==> src/rtl/psg_pkg.sv <==
// shared types, codes and constants of the palette shade table generator
// no dependencies
`default_nettype none

package psg_pkg;

  localparam int STORE_DEPTH = 256;
  localparam int ADDR_W      = 8;
  localparam int DIST_W      = 18;
  localparam logic [DIST_W-1:0] DIST_BOUND = 18'd200000;
  localparam int FADE_EXTRA  = 8;
  localparam int NUM_W       = 15;
  localparam int FIFO_DEPTH  = 4;
  localparam int FIFO_AW     = 2;
  localparam int LEVEL_W     = 6;

  localparam logic [1:0] REG_DEST_RED   = 2'd0;
  localparam logic [1:0] REG_DEST_GREEN = 2'd1;
  localparam logic [1:0] REG_DEST_BLUE  = 2'd2;

  typedef enum logic [1:0] {
    OP_LOAD  = 2'd0,
    OP_MATCH = 2'd1,
    OP_SHADE = 2'd2,
    OP_NONE  = 2'd3
  } op_t;

  typedef enum logic [2:0] {
    ST_IDLE,
    ST_SETUP,
    ST_DIV,
    ST_SCAN,
    ST_EMIT
  } st_t;

  typedef struct packed {
    logic [7:0] r;
    logic [7:0] g;
    logic [7:0] b;
  } rgb_t;

  typedef struct packed {
    op_t              op;
    logic [ADDR_W-1:0] idx;
    rgb_t             rgb;
  } item_t;

  typedef struct packed {
    logic              en;
    logic [ADDR_W-1:0] addr;
    rgb_t              data;
  } pal_wr_t;

  function automatic logic [15:0] sq_diff(logic [7:0] a, logic [7:0] b);
    logic [7:0] d;
    d = (a >= b) ? (a - b) : (b - a);
    return 16'(d) * 16'(d);
  endfunction

endpackage

`default_nettype wire

==> src/rtl/psg_back.sv <==
// back end: sequencer for load, match and shade, with fade quotient and palette scan
// depends on psg_pkg; reads and writes the palette through psg_palette
`default_nettype none

module psg_back import psg_pkg::*; #(
  parameter int SHADES          = 32,
  parameter int PALETTE_ENTRIES = 256
) (
  input  wire logic              clk,
  input  wire logic              rst,
  input  wire logic              q_valid,
  input  wire item_t             q_item,
  output logic                   q_pop,
  input  wire logic [7:0]        dest_red,
  input  wire logic [7:0]        dest_green,
  input  wire logic [7:0]        dest_blue,
  output pal_wr_t                pal_wr,
  output logic [ADDR_W-1:0]      pal_rd_addr,
  input  wire rgb_t              pal_rd_data,
  output logic                   result_valid,
  input  wire logic              result_ready,
  output logic [LEVEL_W-1:0]     shade_level,
  output logic [7:0]             color_index,
  output logic                   last
);

  localparam int DIV_D = SHADES + FADE_EXTRA;
  localparam logic [LEVEL_W-1:0] K_LAST   = LEVEL_W'(SHADES - 1);
  localparam logic [ADDR_W:0]    SCAN_END = (ADDR_W+1)'(PALETTE_ENTRIES);
  localparam int     RECIP_SH   = NUM_W + $clog2(DIV_D);
  localparam longint RECIP_FULL = ((longint'(1) <<< RECIP_SH) + longint'(DIV_D) - 1)
                                  / longint'(DIV_D);
  localparam logic [NUM_W:0] RECIP_M = (NUM_W+1)'(RECIP_FULL);
  localparam int     PROD_W     = 2 * NUM_W + 1;

  st_t                state;
  st_t                state_next;
  logic               shade_mode;
  rgb_t               tgt;
  rgb_t               src;
  logic [NUM_W-1:0]   num_r, num_g, num_b;
  logic [NUM_W-1:0]   nxt_r, nxt_g, nxt_b;
  logic [NUM_W-1:0]   init_r, init_g, init_b;
  logic [PROD_W-1:0]  prod_r, prod_g, prod_b;
  logic [LEVEL_W-1:0] k;
  logic [ADDR_W:0]    icnt;
  logic               issue;
  logic               v1, v2;
  logic [ADDR_W-1:0]  idx1, idx2;
  logic [15:0]        sq_r, sq_g, sq_b;
  logic [DIST_W-1:0]  sum_sq;
  logic [DIST_W-1:0]  best;
  logic [ADDR_W-1:0]  best_idx;
  logic               emit;
  logic               advance;

  // fade quotient: numerator times a fixed reciprocal of D, exact for 15-bit numerators
  assign prod_r = PROD_W'(num_r) * PROD_W'(RECIP_M);
  assign prod_g = PROD_W'(num_g) * PROD_W'(RECIP_M);
  assign prod_b = PROD_W'(num_b) * PROD_W'(RECIP_M);

  assign init_r = NUM_W'(pal_rd_data.r) * NUM_W'(DIV_D);
  assign init_g = NUM_W'(pal_rd_data.g) * NUM_W'(DIV_D);
  assign init_b = NUM_W'(pal_rd_data.b) * NUM_W'(DIV_D);

  // next step numerator: c*(D-k) + k*dest
  assign nxt_r = num_r + NUM_W'(dest_red)   - NUM_W'(src.r);
  assign nxt_g = num_g + NUM_W'(dest_green) - NUM_W'(src.g);
  assign nxt_b = num_b + NUM_W'(dest_blue)  - NUM_W'(src.b);

  assign issue  = (state == ST_SCAN) && (icnt < SCAN_END);
  assign sum_sq = DIST_W'(sq_r) + DIST_W'(sq_g) + DIST_W'(sq_b);

  always_comb begin
    state_next  = state;
    q_pop       = 1'b0;
    pal_wr      = '0;
    pal_rd_addr = icnt[ADDR_W-1:0];
    emit        = 1'b0;
    advance     = 1'b0;
    case (state)
      ST_IDLE: begin
        pal_rd_addr = q_item.idx;
        if (q_valid) begin
          q_pop = 1'b1;
          case (q_item.op)
            OP_LOAD: begin
              pal_wr.en   = 1'b1;
              pal_wr.addr = q_item.idx;
              pal_wr.data = q_item.rgb;
            end
            OP_MATCH: state_next = ST_SCAN;
            OP_SHADE: state_next = ST_SETUP;
            default:  state_next = ST_IDLE;
          endcase
        end
      end
      ST_SETUP: state_next = ST_DIV;
      ST_DIV: state_next = ST_SCAN;
      ST_SCAN: begin
        if (icnt == SCAN_END && !v1 && !v2) begin
          state_next = ST_EMIT;
        end
      end
      ST_EMIT: begin
        if (!result_valid || result_ready) begin
          emit = 1'b1;
          if (shade_mode && k != K_LAST) begin
            advance    = 1'b1;
            state_next = ST_DIV;
          end else begin
            state_next = ST_IDLE;
          end
        end
      end
      default: state_next = ST_IDLE;
    endcase
  end

  always_ff @(posedge clk) begin
    if (rst) begin
      state        <= ST_IDLE;
      v1           <= 1'b0;
      v2           <= 1'b0;
      result_valid <= 1'b0;
    end else begin
      state <= state_next;
      v1    <= issue;
      v2    <= v1;
      if (emit) begin
        result_valid <= 1'b1;
      end else if (result_ready) begin
        result_valid <= 1'b0;
      end
    end
  end

  // scan pipeline: palette read, squared differences, sum and compare
  always_ff @(posedge clk) begin
    idx1 <= icnt[ADDR_W-1:0];
    idx2 <= idx1;
    sq_r <= sq_diff(tgt.r, pal_rd_data.r);
    sq_g <= sq_diff(tgt.g, pal_rd_data.g);
    sq_b <= sq_diff(tgt.b, pal_rd_data.b);
  end

  always_ff @(posedge clk) begin
    case (state)
      ST_IDLE: begin
        if (q_valid) begin
          shade_mode <= (q_item.op == OP_SHADE);
          tgt        <= q_item.rgb;
          k          <= '0;
          icnt       <= '0;
          best       <= DIST_BOUND;
        end
      end
      ST_SETUP: begin
        src   <= pal_rd_data;
        num_r <= init_r;
        num_g <= init_g;
        num_b <= init_b;
      end
      ST_DIV: begin
        tgt.r <= prod_r[RECIP_SH +: 8];
        tgt.g <= prod_g[RECIP_SH +: 8];
        tgt.b <= prod_b[RECIP_SH +: 8];
        icnt  <= '0;
        best  <= DIST_BOUND;
      end
      ST_SCAN: begin
        if (issue) begin
          icnt <= icnt + 1'b1;
        end
        if (v2 && sum_sq < best) begin
          best     <= sum_sq;
          best_idx <= idx2;
        end
      end
      ST_EMIT: begin
        if (emit) begin
          shade_level <= k;
          color_index <= best_idx;
          last        <= !shade_mode || (k == K_LAST);
        end
        if (advance) begin
          k     <= k + 1'b1;
          num_r <= nxt_r;
          num_g <= nxt_g;
          num_b <= nxt_b;
        end
      end
      default: begin
      end
    endcase
  end

endmodule

`default_nettype wire

==> config.mk <==
export PLATFORM = sky130hd
export DESIGN_NAME = psg_back
export DESIGN_NICKNAME = d
export VERILOG_FILES = /design/src/rtl/psg_pkg.sv /design/src/rtl/psg_back.sv
export SDC_FILE = /design/constraint.sdc
export NUM_CORES = 1
export LEC_CHECK = 0
export BUFFER_PORTS_ARGS = -buffer_cell sky130_fd_sc_hd__buf_2
export CAP_MARGIN = 15
export CORE_MARGIN = 3
export CORE_UTILIZATION = 45
export DETAILED_ROUTE_END_ITERATION = 12
export REMOVE_ABC_BUFFERS = 1
export SYNTH_ARGS = -nofsm -noshare
export SYNTH_HDL_FRONTEND = slang
export SYNTH_SLANG_ARGS = --single-unit
==> constraint.sdc <==
create_clock -name clk -period 9.6 [get_ports clk]
set_clock_uncertainty 0.2 [all_clocks]
set_input_delay 0.96 -clock clk [delete_from_list [all_inputs] [get_ports clk]]
set_output_delay 0.96 -clock clk [all_outputs]
set_load 0.02 [all_outputs]
==> impl_results.md <==
- Outcome: finished clean
- First-pass GRT wire length: 111 mm
- Setup bufs post-CTS: 0
- TritonCTS Buffers: 26
- Maximum clock path buffer count: 3
- Fin. Hold Viols: 0
- DRT Pass-1 Iters: 5
- Initial core utilization: 45.8%
- # nets final: 4124
- Routed wl met2: 33.3 mm
- Pin count of the biggest net entering global routing: 69
- Core area: 63400 sq um
- CTS Hold Bufs: 0
- Buffers and inverters on the worst path: 5
- Area share of the largest cell type after synthesis: 24.2%
- WL met1: 30.1 mm
- Row count: 92
- Final wirelength: 67.2 mm
- Ports: 144
- Synth area leader: ha_1
- Max_cap viols: 0
- Total grt overflow: 0
- GPL Wtd Cong: 0.906
- Fill cells: 5892
- Port Buffers: 143
- Worst path arrival time: 7.81 ns
- Hold slack: 0.126 ns
- Cells after synthesis: 3023
- Die width: 260 um
- Iter 0 DRT Violations: 817
- GRT Total Usage: 20.2%
- Crit path time final: 7.52 ns
- Vias per cell: 5.10
- Total Die Area: 67700 sq um
- Clock tree sinks: 217
- Multi-input gate area: 20500 sq um
- Placed wire-length estimate: 56.4 mm
- Worst-path clk slew: 0.06 ns
- # DRC: 0
- Top cells by count, synth: inv_1 (686), ha_1 (563), fa_1 (301)
- Vias in the first global route: 21900
- Final setup violation count: 0
- Yosys warns: 0
- Crit path max-delay family: adder cells
- Die Ht: 260 um
- Unrepaired setup endpoints after global routing: false
- Number of synthesized register bits: 217
- Most common cell on crit path: fa_1
- Most repeated cell in the gate-level netlist after synthesis: inv_1
- Vias: 20600
- Slowest cell delay on critical path: 0.55 ns
- Number of H-tree levels: 1
- Area Overhead vs Synth: 9.21%
- Top sig layer: met4
- CP endpoint kind: flip-flop
- Register area: 5850 sq um
- Number of synthesized flops with an enable pin: 150
- Top cells by area, synth: ha_1 (24%), fa_1 (21%), edfxtp_1 (16%)
- Fraction of layout cells with a size suffix above 1: 8.02%
- Cts repair resizes: 0
- Worst Tran Pin Value: 1.05 ns
- Hold WC Path Type: reg2reg
- Slew Viols, Final: 0
- Met3 wire length: 2.06 mm
- Antenna violations before repair: 1
- Final period util: 78.4%
- Mapped Avg Cell Area: 9.61 sq um
- Routed len/inst: 16.6 um
- Setup TNS: 0 ns
- Setup CP Type: in2reg
- Async SR Flop Fraction: 0%
- Worst-Skew Late Latency: 0.57 ns
- Detail Route Antenna Nets: 0
- Slowest cell on crit path: fa_1
- Main synth FF type: edfxtp_1
- Critical Path Fanout Max: 10
- Worst EP required: 9.88 ns
- Post-synthesis cell type count: 73
- CP Launch Type: primary input
- Slew HR: 30.0%
- FMAX: 133 MHz
- Post-synthesis sequential area ratio: 20.1%
- CTS Root Cell: clkbuf_16
- CTS tree: done
- Syn Std Cell Area: 29100 sq um
## kinds of logic after synthesis
kind of cell	count (synthesis)	synth area share (%)
other cells	2	0.0258
simple gates	591	10.1
mux	27	0.969
xor+xnor	146	4.40
fa+ha+maj	864	45.0
flops	217	20.1
buf+inv	723	9.40
compound gates	453	10.1
## flip-flops by register name, indices dropped and copies added, names as in the netlist, 9 cells and up
| register | cells |
|---|---|
| best | 18 |
| num_g | 15 |
| src | 24 |
| sq_g | 15 |
| sq_r | 15 |
| sq_b | 15 |
| num_r | 15 |
| num_b | 15 |
| tgt | 24 |
| icnt | 9 |
## cell usage in the layout (no fill, tap or decap), types with 9 or more instances in the layout
cell type and instances:
o31ai_1 16, a211oi_1 15, or3_1 19, o21a_1 22, or2_2 27, nand3_1 49
clkbuf_16 30, mux2i_1 21, nor2b_1 34, and2_1 49, fa_1 301, nor3_1 47
nand2_1 99, ha_1 563, o211ai_1 14, nand2b_1 18, inv_1 686, o41ai_1 10
a21o_1 50, xnor2_1 111, a21oi_1 129, buf_2 144, and3_1 23, xor2_1 35
o21bai_1 25, buf_4 14, edfxtp_1 150, o21ai_0 99, nand4_1 14, nor2_1 178
dfxtp_1 67, a21boi_0 9
## cell type report
class | count | area share, %
Sequential cell | 217 | 18.4
Multi-Input combinational cell | 2084 | 64.7
Clock buffer | 34 | 2.48
Clock inverter | 14 | 0.339
Inverter | 686 | 8.11
Antenna cell | 2 | 0.0158
Tap cell | 846 | 3.34
Timing Repair Buffer | 159 | 2.64
## routing by layer
layer | vias up | global-route usage (%)
met3 | 92 | 1.72
met4 | 0 | 5.50
met1 | 9962 | 26.5
met2 | 304 | 35.8
li1 | 10300 | -
met5 | - | 0
## through the flow
stage          instance area (sq um)  cells  worst slack (ns)  utilization, %
2_1_floorplan                  28900   2987              2.25               -
3_3_place_gp                   30800   3989              1.66            48.6
3_5_place_dp                   30800   3990              1.49            48.6
4_1_cts                        31700   4038              2.07            50.0
5_1_grt                        31700   4040              1.74            50.0
6_report                       31700   4042              2.08            50.0
## path summary, 6_finish.rpt
path | startpoint | end | slack [ns] | cells past startpoint
worst max-delay path | pal_rd_data[8] | sq_g[15] | 2.08 | 25
worst min-delay path | idx1[3] | idx2[3] | 0.13 | 0
worst max register to register | tgt[8] | sq_g[15] | 2.15 | 25
worst min register to register | idx1[3] | idx2[3] | 0.13 | 0
Power is left out: the tool's default activity adds up to more than one toggle a clock period on the data nets, which glitch-free logic cannot reach.
