--- config.mk ---
export PLATFORM = sky130hd
export DESIGN_NAME = psg_front
export DESIGN_NICKNAME = d
export VERILOG_FILES = /design/src/rtl/psg_pkg.sv /design/src/rtl/psg_front.sv
export SDC_FILE = /design/constraint.sdc
export NUM_CORES = 1
export LEC_CHECK = 0
export ABC_AREA = 1
export BUFFER_PORTS_ARGS = -buffer_cell sky130_fd_sc_hd__buf_2
export CORE_MARGIN = 2
export CORE_UTILIZATION = 30
export CTS_BUF_LIST = sky130_fd_sc_hd__clkbuf_8
export DETAILED_ROUTE_END_ITERATION = 8
export SLEW_MARGIN = 30
export SYNTH_ARGS = -nofsm -noshare
export SYNTH_HDL_FRONTEND = slang
export SYNTH_SLANG_ARGS = --single-unit
--- constraint.sdc ---
create_clock -name clk -period 4.5 [get_ports clk]
set_clock_uncertainty 0.15 [all_clocks]
set_input_delay 0.45 -clock clk [delete_from_list [all_inputs] [get_ports clk]]
set_output_delay 0.45 -clock clk [all_outputs]
set_load 0.03 [all_outputs]
--- src/rtl/psg_pkg.sv ---
// shared types, codes and constants of the palette shade table generator
// no dependencies
`default_nettype none

package psg_pkg;

  localparam int STORE_DEPTH = 256;
  localparam int ADDR_W      = 8;
  localparam int DIST_W      = 18;
  localparam logic [DIST_W-1:0] DIST_BOUND = 18'd200000;
  localparam int FADE_EXTRA  = 8;
  localparam int NUM_W       = 15;
  localparam int FIFO_DEPTH  = 4;
  localparam int FIFO_AW     = 2;
  localparam int LEVEL_W     = 6;

  localparam logic [1:0] REG_DEST_RED   = 2'd0;
  localparam logic [1:0] REG_DEST_GREEN = 2'd1;
  localparam logic [1:0] REG_DEST_BLUE  = 2'd2;

  typedef enum logic [1:0] {
    OP_LOAD  = 2'd0,
    OP_MATCH = 2'd1,
    OP_SHADE = 2'd2,
    OP_NONE  = 2'd3
  } op_t;

  typedef enum logic [2:0] {
    ST_IDLE,
    ST_SETUP,
    ST_DIV,
    ST_SCAN,
    ST_EMIT
  } st_t;

  typedef struct packed {
    logic [7:0] r;
    logic [7:0] g;
    logic [7:0] b;
  } rgb_t;

  typedef struct packed {
    op_t              op;
    logic [ADDR_W-1:0] idx;
    rgb_t             rgb;
  } item_t;

  typedef struct packed {
    logic              en;
    logic [ADDR_W-1:0] addr;
    rgb_t              data;
  } pal_wr_t;

  function automatic logic [15:0] sq_diff(logic [7:0] a, logic [7:0] b);
    logic [7:0] d;
    d = (a >= b) ? (a - b) : (b - a);
    return 16'(d) * 16'(d);
  endfunction

endpackage

`default_nettype wire

--- src/rtl/psg_front.sv ---
// front end: accepts requests, drops unused opcodes, queues the rest
// depends on psg_pkg
`default_nettype none

module psg_front import psg_pkg::*; (
  input  wire logic        clk,
  input  wire logic        rst,
  input  wire logic        request_valid,
  output logic             request_ready,
  input  wire logic [1:0]  opcode,
  input  wire logic [7:0]  entry_index,
  input  wire logic [7:0]  red,
  input  wire logic [7:0]  green,
  input  wire logic [7:0]  blue,
  output logic             q_valid,
  output item_t            q_item,
  input  wire logic        q_pop
);

  item_t               fifo [FIFO_DEPTH];
  logic [FIFO_AW-1:0]  wptr;
  logic [FIFO_AW-1:0]  rptr;
  logic [FIFO_AW:0]    count;
  logic                push;
  item_t               in_item;

  assign request_ready = (count != (FIFO_AW+1)'(FIFO_DEPTH));
  assign in_item.op    = op_t'(opcode);
  assign in_item.idx   = entry_index;
  assign in_item.rgb   = '{r: red, g: green, b: blue};
  assign push          = request_valid && request_ready && (in_item.op != OP_NONE);

  assign q_valid = (count != '0);
  assign q_item  = fifo[rptr];

  always_ff @(posedge clk) begin
    if (push) begin
      fifo[wptr] <= in_item;
    end
  end

  always_ff @(posedge clk) begin
    if (rst) begin
      wptr  <= '0;
      rptr  <= '0;
      count <= '0;
    end else begin
      if (push) begin
        wptr <= wptr + 1'b1;
      end
      if (q_pop) begin
        rptr <= rptr + 1'b1;
      end
      case ({push, q_pop})
        2'b10:   count <= count + 1'b1;
        2'b01:   count <= count - 1'b1;
        default: count <= count;
      endcase
    end
  end

endmodule

`default_nettype wire

==> flow_summary.json, run 1 <==
{
  "whs_ns": 0.06898,
  "start_util_pct": 30.49,
  "fmax_mhz": 338.5,
  "path_buf_inv": 2,
  "syn_nets": 433,
  "crit_type": "reg -> out",
  "multi_input_area_um2": 1244,
  "synth_top_area_cell": "edfxtp_1",
  "ios": 74,
  "cts_buffers": 17,
  "synthCells": 389,
  "drc_errors": 0,
  "avgViaCountPerCell": 4.694,
  "min_period_ns": 2.954,
  "max_stage_delay_ns": 0.58,
  "core_um2": 18710,
  "cap_violations": 0,
  "hp-class": "in -> reg",
  "clk_pin_slew_worst_paths_ns": 0.08,
  "routed_wirelength_mm": 12.02,
  "crit_slowest_cell": "inv_2",
  "fp.dieW_um": 141.9,
  "drtIter0Drc": 247,
  "synth_area_per_cell_um2": 14.66,
  "firstDrtPassIters": 4,
  "hold_viol": 0,
  "fin_crit_sh_pct": 65.65,
  "n_antenna_cell": 0,
  "final-setup-viol-count": 0,
  "cts_setup_buffers": 0,
  "first_global_vias": 3365,
  "drive_gt1_share_pct": 32.36,
  "p_leak_nw": 2.393,
  "ctsLongestPathBuffers": 2,
  "seqCellArea_um2": 4269,
  "postRouteAntennaNets": 0,
  "synth.ff_latch_count": 145,
  "fin_area_um2": 6885,
  "endpoint_kind": "output port",
  "hpwl_mm": 7.658,
  "grt-ovfl-total": 0,
  "arrival_ns": 2.35,
  "fin_nets": 511,
  "areaGrowthSynthToFinish_pct": 20.73,
  "yosysUniqueCellTypes": 23,
  "portBuffers": 73,
  "tritoncts": "done",
  "ir_drop_v": 0.0001852,
  "num_rows": 50,
  "grt_usage_pct": 12.45,
  "gp_congestion": 0.6859,
  "netlist_area_um2": 5703,
  "placed_cells": 681,
  "grt_pass1_wl_mm": 18.46,
  "dpl_cell_area_um2": 6371,
  "final_cell_mix": "136 x edfxtp_1, 73 x buf_2, 66 x o21ai_0, 55 x nor2_1",
  "die_h_um": 141.9,
  "critPathLaunchType": "register",
  "finalSetupTns_ns": 0,
  "yosys_warnings": 0,
  "status": "finished clean",
  "cts_resized": 0,
  "synth_top_area_share_pct": 71.61,
  "cp.required_ns": 3.90,
  "antenna_found_initial": 0,
  "synthTopCellsByArea": "edfxtp_1 72%, o21ai_0 5.8%, o22ai_2 4.4%",
  "clkSinkCount": 145,
  "worst_slew_pin_slew_ns": 0.7231,
  "path_cells": "inv_2 -> o21ai_0 -> o22ai_1 -> buf_2",
  "wire_per_inst_um": 16.86,
  "num_vias": 3347,
  "final_common_cell": "edfxtp_1",
  "power_density_nw_per_um2": 474.9,
  "ctsRootBufferMaster": "clkbuf_8",
  "maxSlewViolCount": 0,
  "cp_top_family": "buffers and inverters",
  "ys_seq_area_share_pct": 74.77,
  "r2r_slack_ns": 2.08,
  "fillers": 1760,
  "instances_no_fill": 713,
  "grt_max_degree": 69,
  "cp_max_fo": 35,
  "worst_skew_pair.late_latency_ns": 0.43,
  "dieArea_um2": 20130,
  "rsz0062_at_grt": "false",
  "slew_headroom_pct": 51.79,
  "cts_max_level": 4
}
cells in the mapped netlist:
cell,number
buf_2,12
inv_1,12
nand3_1,3
o22ai_2,20
buf_6,2
fa_1,1
buf_12,3
nor2_2,20
inv_6,1
xor2_1,1
o21ai_1,5
nor2_1,59
dfxtp_1,9
or2_2,1
a21oi_1,7
ha_1,5
buf_4,2
edfxtp_1,136
clkbuf_2,2
inv_2,1
o21ai_0,66
nand2_1,7
o22ai_1,14
layer usage:
metal | part of all wire, % | routed length (um) | track usage [%]
met1 | 43 | 5123 | 14.98
met2 | 52 | 6296 | 21.28
met3 | 4.3 | 522 | 3.881
met4 | 0.66 | 79 | 4.158
met5 | 0 | 0 | 0
power by group:
| part | total [mW] | leakage, nW | switching, mW | internal [mW] |
|---|---|---|---|---|
| clock network | 1.27 | 0.249 | 0.454 | 0.815 |
| registers | 1.59 | 1.32 | 0.0379 | 1.55 |
| logic | 0.413 | 0.828 | 0.285 | 0.127 |
metrics by stage:
stage | setup WS, ns | util, % | power [mW]
after floorplan | 1.542 | - | 1.890
after global placement | 1.754 | 33.32 | 2.010
after detailed placement | 1.760 | 34.06 | 2.041
after CTS | 1.276 | 36.80 | 3.311
after global routing | 1.365 | 36.81 | 3.409
final | 1.546 | 36.81 | 3.270
worst register-to-register path, stage by stage, from the launching register on:
cell and delay, ns:
dfxtp_1 0.40, nor2_1 0.08, nand2_1 0.16, nand2_1 0.28, ha_1 0.33, fa_1 0.40
or2_2 0.32, a21oi_1 0.15, nor2_1 0.06
cell families (layout without fill, tap and decap cells):
kind of cell,count (synthesis),after routing,synth area share (%)
simple gates,90,90,6.911
buf+inv,35,125,3.949
xor+xnor,1,1,0.1536
flops,145,145,74.77
compound gates,112,112,12.77
fa+ha+maj,6,6,1.448
state kept, by name, indices dropped and copies added (netlist names), named ones only:
| register | flops |
|---|---|
| count | 3 |
| fifo | 136 |
| rptr | 2 |
| wptr | 2 |
repair_timing:
item	CTS	global route
endpoints found under the setup margin	0	0
endpoints found under the hold margin	1	0
hold buffers	1	0
final timing paths:
| path | endpoint | depth (start not counted) | start |
|---|---|---|---|
| max | q_item[22] | 4 | register |
| min | fifo[3][13]$_DFFE_PP_ | 1 | green[5] |
| max reg2reg | count[2]$_SDFFE_PP0P_ | 8 | count[0]$_SDFFE_PP0P_ |
| min reg2reg | register | 1 | rptr[1]$_SDFFE_PP0P_ |
area by class of cell:
| cell class | count | area share (%) |
|---|---|---|
| timing repair buffer | 80 | 7.560 |
| multi-input combinational | 209 | 18.06 |
| clock inverter | 14 | 3.889 |
| sequential | 145 | 62.00 |
| clock buffer | 17 | 3.398 |
| tap | 234 | 4.252 |
| inverter | 14 | 0.8359 |
Power figures use the tool's default switching activity.
==> run 2: changes to the inputs <==
clock period = 2.8 ns   (was 4.5 ns; I/O delays follow)
==> run 2 against run 1 <==
Effect of this change: sequential share of layout area down 1.2 points; combinational power grew 71%; critical endpoint is now q_item[0]; critical path depth unchanged; non-clock buffer count grew 40; first-iteration DRC count decreased by 47%; wire length is 0.65% lower; cell count rose by 5.8%; via count increased by 3.4%.
==> flow_summary.json, run 2 (synthesized netlist as in run 1, its figures left out) <==
{
  "drtIter0Drc": 131,
  "cp_max_fo": 34,
  "p_total_mw": 4.690,
  "n_antenna_cell": 0,
  "min-delay-start": "q_pop",
  "fin_util_pct": 37.53,
  "start_util_pct": 30.49,
  "p_leak_nw": 2.461,
  "num_rows": 50,
  "status": "finished clean",
  "min_period_ns": 2.501,
  "firstDrtPassIters": 4,
  "ctsLongestPathBuffers": 2,
  "cts_max_level": 4,
  "hold_viol": 0,
  "hpwl_mm": 7.022,
  "pre_cts_slack_ns": 0.4411,
  "ios": 74,
  "hp-class": "in -> reg",
  "routed_wirelength_mm": 11.94,
  "areaGrowthSynthToFinish_pct": 23.10,
  "first_global_vias": 3593,
  "core_um2": 18710,
  "grt_pass1_wl_mm": 18.66,
  "max_stage_delay_ns": 0.54,
  "final-setup-viol-count": 0,
  "critPathLaunchType": "register",
  "reg2reg_to": "count[2]$_SDFFE_PP0P_",
  "largest_reg_flops": 136,
  "dieArea_um2": 20130,
  "reg2reg_depth": 8,
  "worst_skew_pair.late_latency_ns": 0.44,
  "endpoint_kind": "output port",
  "r2r_slack_ns": 0.60,
  "cap_violations": 0,
  "path_buf_inv": 2,
  "power_density_nw_per_um2": 668.1,
  "grt_max_degree": 69,
  "fillers": 1795,
  "maxSlewViolCount": 0,
  "rsz0062_at_grt": "false",
  "gp_congestion": 0.7200,
  "grt_usage_pct": 12.72,
  "portBuffers": 73,
  "top_regs": "fifo: 136 flops, count: 3 flops",
  "fin_nets": 551,
  "crit_type": "reg -> out",
  "multi_input_area_um2": 1244,
  "final_cell_mix": "136 x edfxtp_1, 73 x buf_2, 66 x o21ai_0, 55 x nor2_1, 35 x dlygate4sd3_1",
  "whs_ns": 0.05517,
  "setup_ws_ns": 0.2987,
  "fp.dieW_um": 141.9,
  "tritoncts": "done",
  "finalSetupTns_ns": 0,
  "postRouteAntennaNets": 0,
  "cts_buffers": 17,
  "wire_per_inst_um": 15.84,
  "worst_slew_pin_slew_ns": 0.6783,
  "drc_errors": 0,
  "final_common_cell": "edfxtp_1",
  "hold_depth": 4,
  "seqCellArea_um2": 4267,
  "crit_slowest_cell": "inv_2",
  "top_register": "fifo",
  "cp.required_ns": 2.37,
  "clkSinkCount": 145,
  "slew_headroom_pct": 54.72,
  "path_cells": "inv_2 -> o21ai_0 -> o22ai_2 -> buf_2",
  "antenna_found_initial": 0,
  "die_h_um": 141.9,
  "drive_gt1_share_pct": 31.15,
  "arrival_ns": 2.07,
  "grt-ovfl-total": 0,
  "ir_drop_v": 0.0002919,
  "clk_pin_slew_worst_paths_ns": 0.07,
  "fmax_mhz": 399.8,
  "reg2reg_from": "count[0]$_SDFFE_PP0P_",
  "avgViaCountPerCell": 4.592,
  "cp_top_family": "buffers and inverters",
  "ctsRootBufferMaster": "clkbuf_8",
  "num_vias": 3462,
  "fin_crit_sh_pct": 89.33
}
-- run 2: cell types whose count changed in the layout (fill, tap and decap cells not counted), moves of 2 or more --
| cell | delta |
|---|---|
| dlygate4sd3_1 | +34 |
| buf_16 | -5 |
| bufinv_16 | -7 |
| clkinvlp_4 | +3 |
| inv_6 | +2 |
| clkinv_4 | +2 |
| buf_4 | +11 |
-- run 2: power breakdown --
| part | internal [mW] | switching, mW |
|---|---|---|
| clock | 0.690 | 0.763 |
| combinational | 0.225 | 0.481 |
| sequential | 2.49 | 0.0390 |
-- run 2: worst register-to-register path, stage by stage (launching register included) --
cell and delay, ns:
dfxtp_1 0.39, nor2_1 0.08, nand2_1 0.18, nand2_1 0.12, ha_1 0.26, fa_1 0.40, or2_2 0.32, a21oi_1 0.14
nor2_1 0.06
-- run 2: metal layers --
| metal | share of wire (%) | up-vias | GRT usage, % |
|---|---|---|---|
| li1 | - | 1680 | - |
| met1 | 45 | 1693 | 15.30 |
| met2 | 49 | 76 | 21.31 |
| met3 | 4.7 | 13 | 4.151 |
| met4 | 1.3 | 0 | 4.895 |
| met5 | 0 | - | 0 |
-- run 2: layout make-up --
cell class	instances	share of cell area, %
Sequential cell	145	60.77
Multi-Input combinational cell	209	17.72
Timing Repair Buffer	120	11.48
Tap cell	234	4.170
Clock buffer	17	3.333
Clock inverter	15	1.711
Inverter	14	0.8198
-- run 2: how the worst max path moves through the flow --
stage	startpoint	to	slack (ns)	cells past startpoint
final	register	q_item[0]	0.30	4
after global routing	register	q_item[24]	0.11	4
after CTS	register	q_item[7]	0.21	4
after detailed placement	opcode[0]	count[2]$_SDFFE_PP0P_	0.44	8
after global placement	opcode[0]	count[2]$_SDFFE_PP0P_	0.56	8
after floorplan	count[0]$_SDFFE_PP0P_	fifo[0][0]$_DFFE_PP_	-0.16	4
-- run 2: through the flow --
step / instances / cell area [um2]
floorplan: 389 / 5703
global placement: 687 / 6316
detailed placement: 687 / 6316
CTS: 754 / 7020
global route: 754 / 7020
finish: 754 / 7020
-- run 2: timing repair --
action | CTS | global route
hold buffers | 35 | 0
buffers inserted | 0 | 0
gates resized for setup | 0 | 0
endpoints found under the hold margin | 140 | 0
